## config.mk

```make
export PLATFORM = sky130hd
export DESIGN_NAME = ttab_ram
export DESIGN_NICKNAME = d
export VERILOG_FILES = /design/src/ttab_ram.sv
export SDC_FILE = /design/constraint.sdc
export NUM_CORES = 1
export LEC_CHECK = 0
export ABC_CLOCK_PERIOD_IN_PS = 2000
export BUFFER_PORTS_ARGS = -buffer_cell sky130_fd_sc_hd__buf_2
export CELL_PAD_IN_SITES_DETAIL_PLACEMENT = 0
export CELL_PAD_IN_SITES_GLOBAL_PLACEMENT = 1
export CORE_UTILIZATION = 45
export DETAILED_ROUTE_END_ITERATION = 10
export HOLD_SLACK_MARGIN = 0.12
export PLACE_DENSITY_LB_ADDON = 0.1
export SETUP_SLACK_MARGIN = 0.02
export SLEW_MARGIN = 20
export SYNTH_ARGS = -nofsm -noshare
export SYNTH_HDL_FRONTEND = slang
export SYNTH_SLANG_ARGS = --single-unit
```

## constraint.sdc

```tcl
create_clock -name clk -period 2 [get_ports clk]
set_input_delay 0 -clock clk [delete_from_list [all_inputs] [get_ports clk]]
set_output_delay 0 -clock clk [all_outputs]
set_load 0.02 [all_outputs]
```

## src/ttab_ram.sv

```systemverilog
// ----------------------------------------------------------------------------
// ttab_ram
// generic single write, single read ram with registered read data
// ----------------------------------------------------------------------------
module ttab_ram #(
  parameter int WIDTH = 8,
  parameter int DEPTH = 16
) (
  input  logic                                   clk,
  input  logic                                   we,
  input  logic [(DEPTH > 1 ? $clog2(DEPTH) : 1)-1:0] waddr,
  input  logic [WIDTH-1:0]                       wdata,
  input  logic [(DEPTH > 1 ? $clog2(DEPTH) : 1)-1:0] raddr,
  output logic [WIDTH-1:0]                       rdata
);

  logic [WIDTH-1:0] mem [DEPTH];

  always_ff @(posedge clk) begin
    if (we) begin
      mem[waddr] <= wdata;
    end
    rdata <= mem[raddr];
  end

endmodule

```

==> impl_metrics.ini, run 1 <==
[status]
status = finished clean

[sta]
period_share_pct = 69.48
tightest_slew_ps = 479.9
fmax_mhz = 719.7
tns_ps = 0
setup_viol = 0
min_period_ps = 1390
fin_skew_ps = 12.38
drv_slew = 0
max-slew-margin-rel_pct = 68.01
finalHoldViolCount = 0
fin_hold_ws_ps = 158.7
rsz0062_at_grt = no

[power_and_ir_drop]
comb_power_share_pct = 4.9
pwr-share-clk_pct = 47.0
power.internal_mw = 5.303
power.total_mw = 6.668
vdd_drop_max_mv = 0.4830
powerDensity_nw_per_um2 = 1072
p_leak_nw = 2.128
p_sw_mw = 1.365
sequentialPowerShare_pct = 48.1
p_sw_share_pct = 20.47

[setup_path]
end_kind = register
critPathKind = register to register
crit_fanout = 1
required_ps = 2280
startpoint_type = register
arrival_ps = 1670

[route]
vias_per_cell = 5.327
drt_pre_antenna_iters = 5
wl_um = 9768
drc = 0
vias = 2365
drtIter0Drc = 153
wire_per_inst_um = 22.00
ant_nets = 0

[floorplan]
die_w_um = 109.0
pin_count = 26
die_area_um2 = 11870
rows = 38
initial_core_util_pct = 46.87
die_h_um = 109.0
core_area_um2 = 10980

[clock_network]
numCtsBuffers = 17
clk_latency_ps = 410
cts.sinks = 136
clk_path_buf_depth = 2
cts.clk_slew.worst_paths_ps = 60
cts_htree_levels = 4
post_cts_resized = 0
tritoncts = yes
root_buffer = clkbuf_16

[global_routing]
grt_max_degree = 33
grt_pass1_vias = 2462
grt_use_total_pct = 18.71
grt-ovfl-total = 0
antenna_found_initial = 0
grt_first_pass_wirelength_um = 14900

[placed_design]
dp_hpwl_um = 6145
port_buffers = 25
placement.cell_area_um2 = 5537
gp_congestion = 0.6989

[layout]
final_nets = 309
final_cell_mix = 128 x edfxtp_1, 25 x buf_2, 18 x mux4_2, 18 x buf_4, 17 x clkbuf_16
num_antenna_cells = 0
drive_above_1_share_pct = 30.92
area_growth_syn_to_layout_pct = 20.83
fin_area_um2 = 6220
final_common_cell = edfxtp_1

[yosys]
syn_area_per_cell_um2 = 22.48
synth_cell_types = 19
synth_seq_cells = 136
syn_area_um2 = 5147
synth_nets = 247
yosysSeqAreaShare_pct = 77.78
ys.warnings.count = 0
synth_cells = 229

[run]
maxCapViolations = 0

[worst_hold_path]
hp-class = input port to register
## worst paths after layout
| kind | cells past startpoint | slack [ps] | end | startpoint |
|---|---|---|---|---|
| min reg2reg | 3 | 680 | rdata[2] | mem[13][2] |
| max reg2reg | 3 | 610 | rdata[6] | mem[3][6] |
| min | 3 | 160 | mem[0][6] | waddr[0] |
| max | 3 | 610 | rdata[6] | mem[3][6] |
## critical path, stage by stage, from the launching register on
cell	delay [ps]
edfxtp_1	360
mux4_2	480
a22oi_1	320
nand2_1	100
## synth_stat cells
cell type | number | share of area, %
a22oi_1 | 16 | 2.3
nand3b_1 | 2 | 0.29
buf_6 | 3 | 0.66
or3b_2 | 1 | 0.17
edfxtp_1 | 128 | 75
mux4_2 | 18 | 7.9
nor3_1 | 4 | 0.39
and2b_1 | 1 | 0.15
buf_4 | 1 | 0.15
mux4_1 | 14 | 7.1
nor2b_1 | 1 | 0.12
nand2b_1 | 2 | 0.24
buf_2 | 3 | 0.29
nor2_1 | 13 | 0.95
clkdlybuf4s25_2 | 3 | 0.58
nand3_1 | 1 | 0.097
and2_1 | 1 | 0.12
nand2_1 | 9 | 0.66
dfxtp_1 | 8 | 3.1
## sequential cells by signal, indices dropped and copies added, names as in the netlist
name	flops
mem	128
rdata	8
## area by class of cell
cell class | instances | area [um^2]
well taps | 140 | 175.2
clock inverters | 13 | 170.2
flip-flops and latches | 136 | 4004
multi-input cells | 83 | 1057
repair buffers | 53 | 380.4
fillers | 842 | 4763
clock buffers | 19 | 432.9
## stage by stage
| stage | util [%] | instances | setup slack, ps |
|---|---|---|---|
| 5_1_grt | 56.63 | 444 | 568.6 |
| 3_3_place_gp | 50.41 | 404 | 463.4 |
| 4_1_cts | 56.63 | 444 | 579.1 |
| 3_5_place_dp | 50.41 | 404 | 484.8 |
| 2_1_floorplan | - | 229 | 507.1 |
| 6_report | 56.63 | 444 | 610.5 |
## kinds of logic after synthesis
kind of cell	count (synthesis)	share of synthesized area, %
AOI/OAI and AO/OA	16	2.334
buffers and inverters	10	1.677
DFF	136	77.78
muxes	32	15.02
and+or+nand+nor	35	3.184
## layer usage
layer,GRT usage [%],vias to the layer above,share of wire [%]
met3,4.363,4,3.3
met2,29.42,44,49
met1,25.98,1216,48
met4,6.081,0,0.41
met5,0,-,0
li1,-,1101,-
## power by group through the flow
stage | Combinational, mW | Clock, mW | Sequential [mW]
detailed placement | 0.323 | 0 | 3.27
floorplan | 0.162 | 0 | 3.28
finish | 0.326 | 3.14 | 3.21
global placement | 0.318 | 0 | 3.27
CTS | 0.336 | 3.18 | 3.21
global route | 0.354 | 3.31 | 3.21
## repair_timing
item                      CTS  global route
hold buffers                8             0
hold endpoints to repair  128             0
setup buffers               0             0
Power figures use the tool's default switching activity.
==> inputs of run 2 (changes only) <==
--- a/config.mk
+++ b/config.mk
@@ -5,11 +5,12 @@
 export SDC_FILE = /design/constraint.sdc
 export NUM_CORES = 1
 export LEC_CHECK = 0
-export ABC_CLOCK_PERIOD_IN_PS = 2000
+export ABC_AREA = 1
+export ABC_CLOCK_PERIOD_IN_PS = 1200
 export BUFFER_PORTS_ARGS = -buffer_cell sky130_fd_sc_hd__buf_2
 export CELL_PAD_IN_SITES_DETAIL_PLACEMENT = 0
 export CELL_PAD_IN_SITES_GLOBAL_PLACEMENT = 1
-export CORE_UTILIZATION = 45
+export CORE_UTILIZATION = 44
 export DETAILED_ROUTE_END_ITERATION = 10
 export HOLD_SLACK_MARGIN = 0.12
 export PLACE_DENSITY_LB_ADDON = 0.1
==> constraint.sdc (replaced) <==
create_clock -name clk -period 1.2 [get_ports clk]
set_input_delay 0 -clock clk [delete_from_list [all_inputs] [get_ports clk]]
set_output_delay 0 -clock clk [all_outputs]
set_load 0.02 [all_outputs]
==> impl_metrics.ini, run 2 <==
[route]
wire_per_inst_um = 17.21
drt_pre_antenna_iters = 4
wl_met2_um = 6026
ant_nets = 0
drtIter0Drc = 317
wirelength_met1_um = 6842
drc = 0
wl_met3_um = 518
vias = 3775
vias_per_cell = 4.772
wl_um = 13610
dr.max_layer_used = met4

[layout]
num_antenna_cells = 0
area_growth_syn_to_layout_pct = 19.16
largest_register_ffs = 128
reg.largest.list = mem: 128 flops, rdata: 8 flops
top_register = mem
drive_above_1_share_pct = 12.60
final_nets = 624
fin_util_pct = 54.01
final_common_cell = nand2_1
final_cell_mix = 173 x nand2_1, 128 x edfxtp_1, 100 x inv_1, 97 x nand3_1, 25 x buf_2

[power_and_ir_drop]
sequentialPowerShare_pct = 48.0
power.total_mw = 11.15
comb_power_share_pct = 6.7
p_leak_nw = 2.998
p_sw_mw = 2.387
power.internal_mw = 8.760
vdd_drop_max_mv = 1.061
p_sw_share_pct = 21.41
powerDensity_nw_per_um2 = 1622
pwr-share-clk_pct = 45.3

[sta]
period_share_pct = 87.69
tightest_slew_ps = 398.4
worst_slack_ps = 147.7
rsz0062_at_grt = no
fin_hold_ws_ps = 183.7
max-slew-margin-rel_pct = 73.44
fmax_mhz = 950.3
min_period_ps = 1052
tns_ps = 0
setup_viol = 0
finalHoldViolCount = 0
drv_slew = 0
fin_skew_ps = 4.955

[yosys]
synth_flop_cell = edfxtp_1
syn_area_per_cell_um2 = 10.47
synth_mux_area_share_pct = 0
synthTopCellsByArea = edfxtp_1 67%, nand2_1 11%, nand3_1 8.4%, inv_1 6.5%, dfxtp_1 2.8%
syn_area_um2 = 5767
synth_top_area_share_pct = 66.65
synth_top_family_by_area = simple AND/OR/NAND/NOR gates
synth_edf_count = 128
synth.most_common_cell = nand2_1
ys.warnings.count = 0
yosysSeqAreaShare_pct = 69.43
yosysTopAreaCell = edfxtp_1
async_flop_share_pct = 0
synth_cells = 551
synthSimpleGateAreaFrac_pct = 21.05
synth-compound-area-share_pct = 0
synth_fa_ha_area_share_pct = 0
synth_xor_area_share_pct = 0
synth_commonest_cells = 173 x nand2_1, 128 x edfxtp_1, 100 x inv_1
synth_cell_types = 12
synth_nets = 569
synth_seq_cells = 136

[setup_path]
cp-startpoint = mem[3][7]
crit_fanout = 1
critPathKind = register to register
required_ps = 1510
crit-reg2reg-launch = mem[3][7]
critPathTopFamily = simple AND/OR/NAND/NOR gates
crit_chain = inv_1 -> nand2_1 -> nand3_1 -> nand3_1 -> nand3_1 -> nand2_1
startpoint_type = register
rrSetupSlack_ps = 150
slowest_stage = edfxtp_1
slowest_delay_ps = 350
arrival_ps = 1370
path_buf_inv = 1
end_kind = register
crit_path_frequent_cell = nand3_1

[placed_design]
dp_hpwl_um = 8297
gp_congestion = 0.7940
port_buffers = 25
pre_cts_ws_ps = 72.94

[clock_network]
cts_setup_buffers = 0
tritoncts = yes
numCtsBuffers = 17
clk_latency_ps = 420
cts_htree_levels = 4
cts.sinks = 136
clk_path_buf_depth = 2
root_buffer = clkbuf_16
cts.clk_slew.worst_paths_ps = 60

[status]
status = finished clean

[floorplan]
die_h_um = 116.5
die_area_um2 = 13570
initial_core_util_pct = 45.33
rows = 41
core_area_um2 = 12720
die_w_um = 116.5
pin_count = 26

[worst_hold_path]
min_from = raddr[1]
hp-class = input port to register

[global_routing]
antenna_found_initial = 0
grt_use_total_pct = 22.32
grt_pass1_vias = 3516
grt_max_degree = 65
grt-ovfl-total = 0
grt_first_pass_wirelength_um = 20710

[run]
maxCapViolations = 0
==> run 2: layout make-up <==
cell class / count / area, um^2
flip-flops and latches: 136 / 4004
well taps: 172 / 215.2
clock inverters: 13 / 135.1
multi-input cells: 289 / 1214
clock buffers: 19 / 432.9
fillers: 1168 / 5851
repair buffers: 60 / 488.0
inverters: 102 / 382.9
==> run 2: per-stage QoR <==
stage	cells	cell area, um^2
floorplan	551	5767
global placement	749	6203
detailed placement	749	6203
CTS	791	6872
global route	791	6872
finish	791	6872
==> run 2: worst paths after layout <==
kind              endpoint  cells after the start
setup / recovery  rdata[7]                      6
hold / removal    rdata[3]                      6
setup reg to reg  rdata[7]                      6
hold reg to reg   rdata[3]                      6
==> run 2: power by group through the flow <==
stage / clock network (mW) / registers (mW) / logic (mW)
6_report: 5.05 / 5.35 / 0.748
5_1_grt: 5.30 / 5.36 / 0.832
4_1_cts: 5.11 / 5.35 / 0.763
3_5_place_dp: 0 / 5.45 / 0.735
3_3_place_gp: 0 / 5.45 / 0.733
2_1_floorplan: 0 / 5.47 / 0.375
==> run 2: logic make-up after synthesis <==
kind of cell / count (synthesis)
buffers and inverters: 126
and+or+nand+nor: 289
DFF: 136
==> run 2: worst register-to-register path: stages (launching register included) <==
cell	delay (ps)
edfxtp_1	350
inv_1	60
nand2_1	50
nand3_1	120
nand3_1	130
nand3_1	170
nand2_1	70
==> run 2: what timing repair did <==
| action | in CTS | in global routing |
|---|---|---|
| hold buffers | 10 | 0 |
| resized for setup | 0 | 0 |
| endpoints found under the hold margin | 136 | 0 |
| setup endpoints to repair | 0 | 0 |
==> run 2: metal layers <==
metal | up-vias | GRT usage, %
li1 | 1884 | -
met1 | 1790 | 32.81
met2 | 86 | 32.39
met3 | 15 | 4.048
met4 | 0 | 9.658
met5 | - | 0
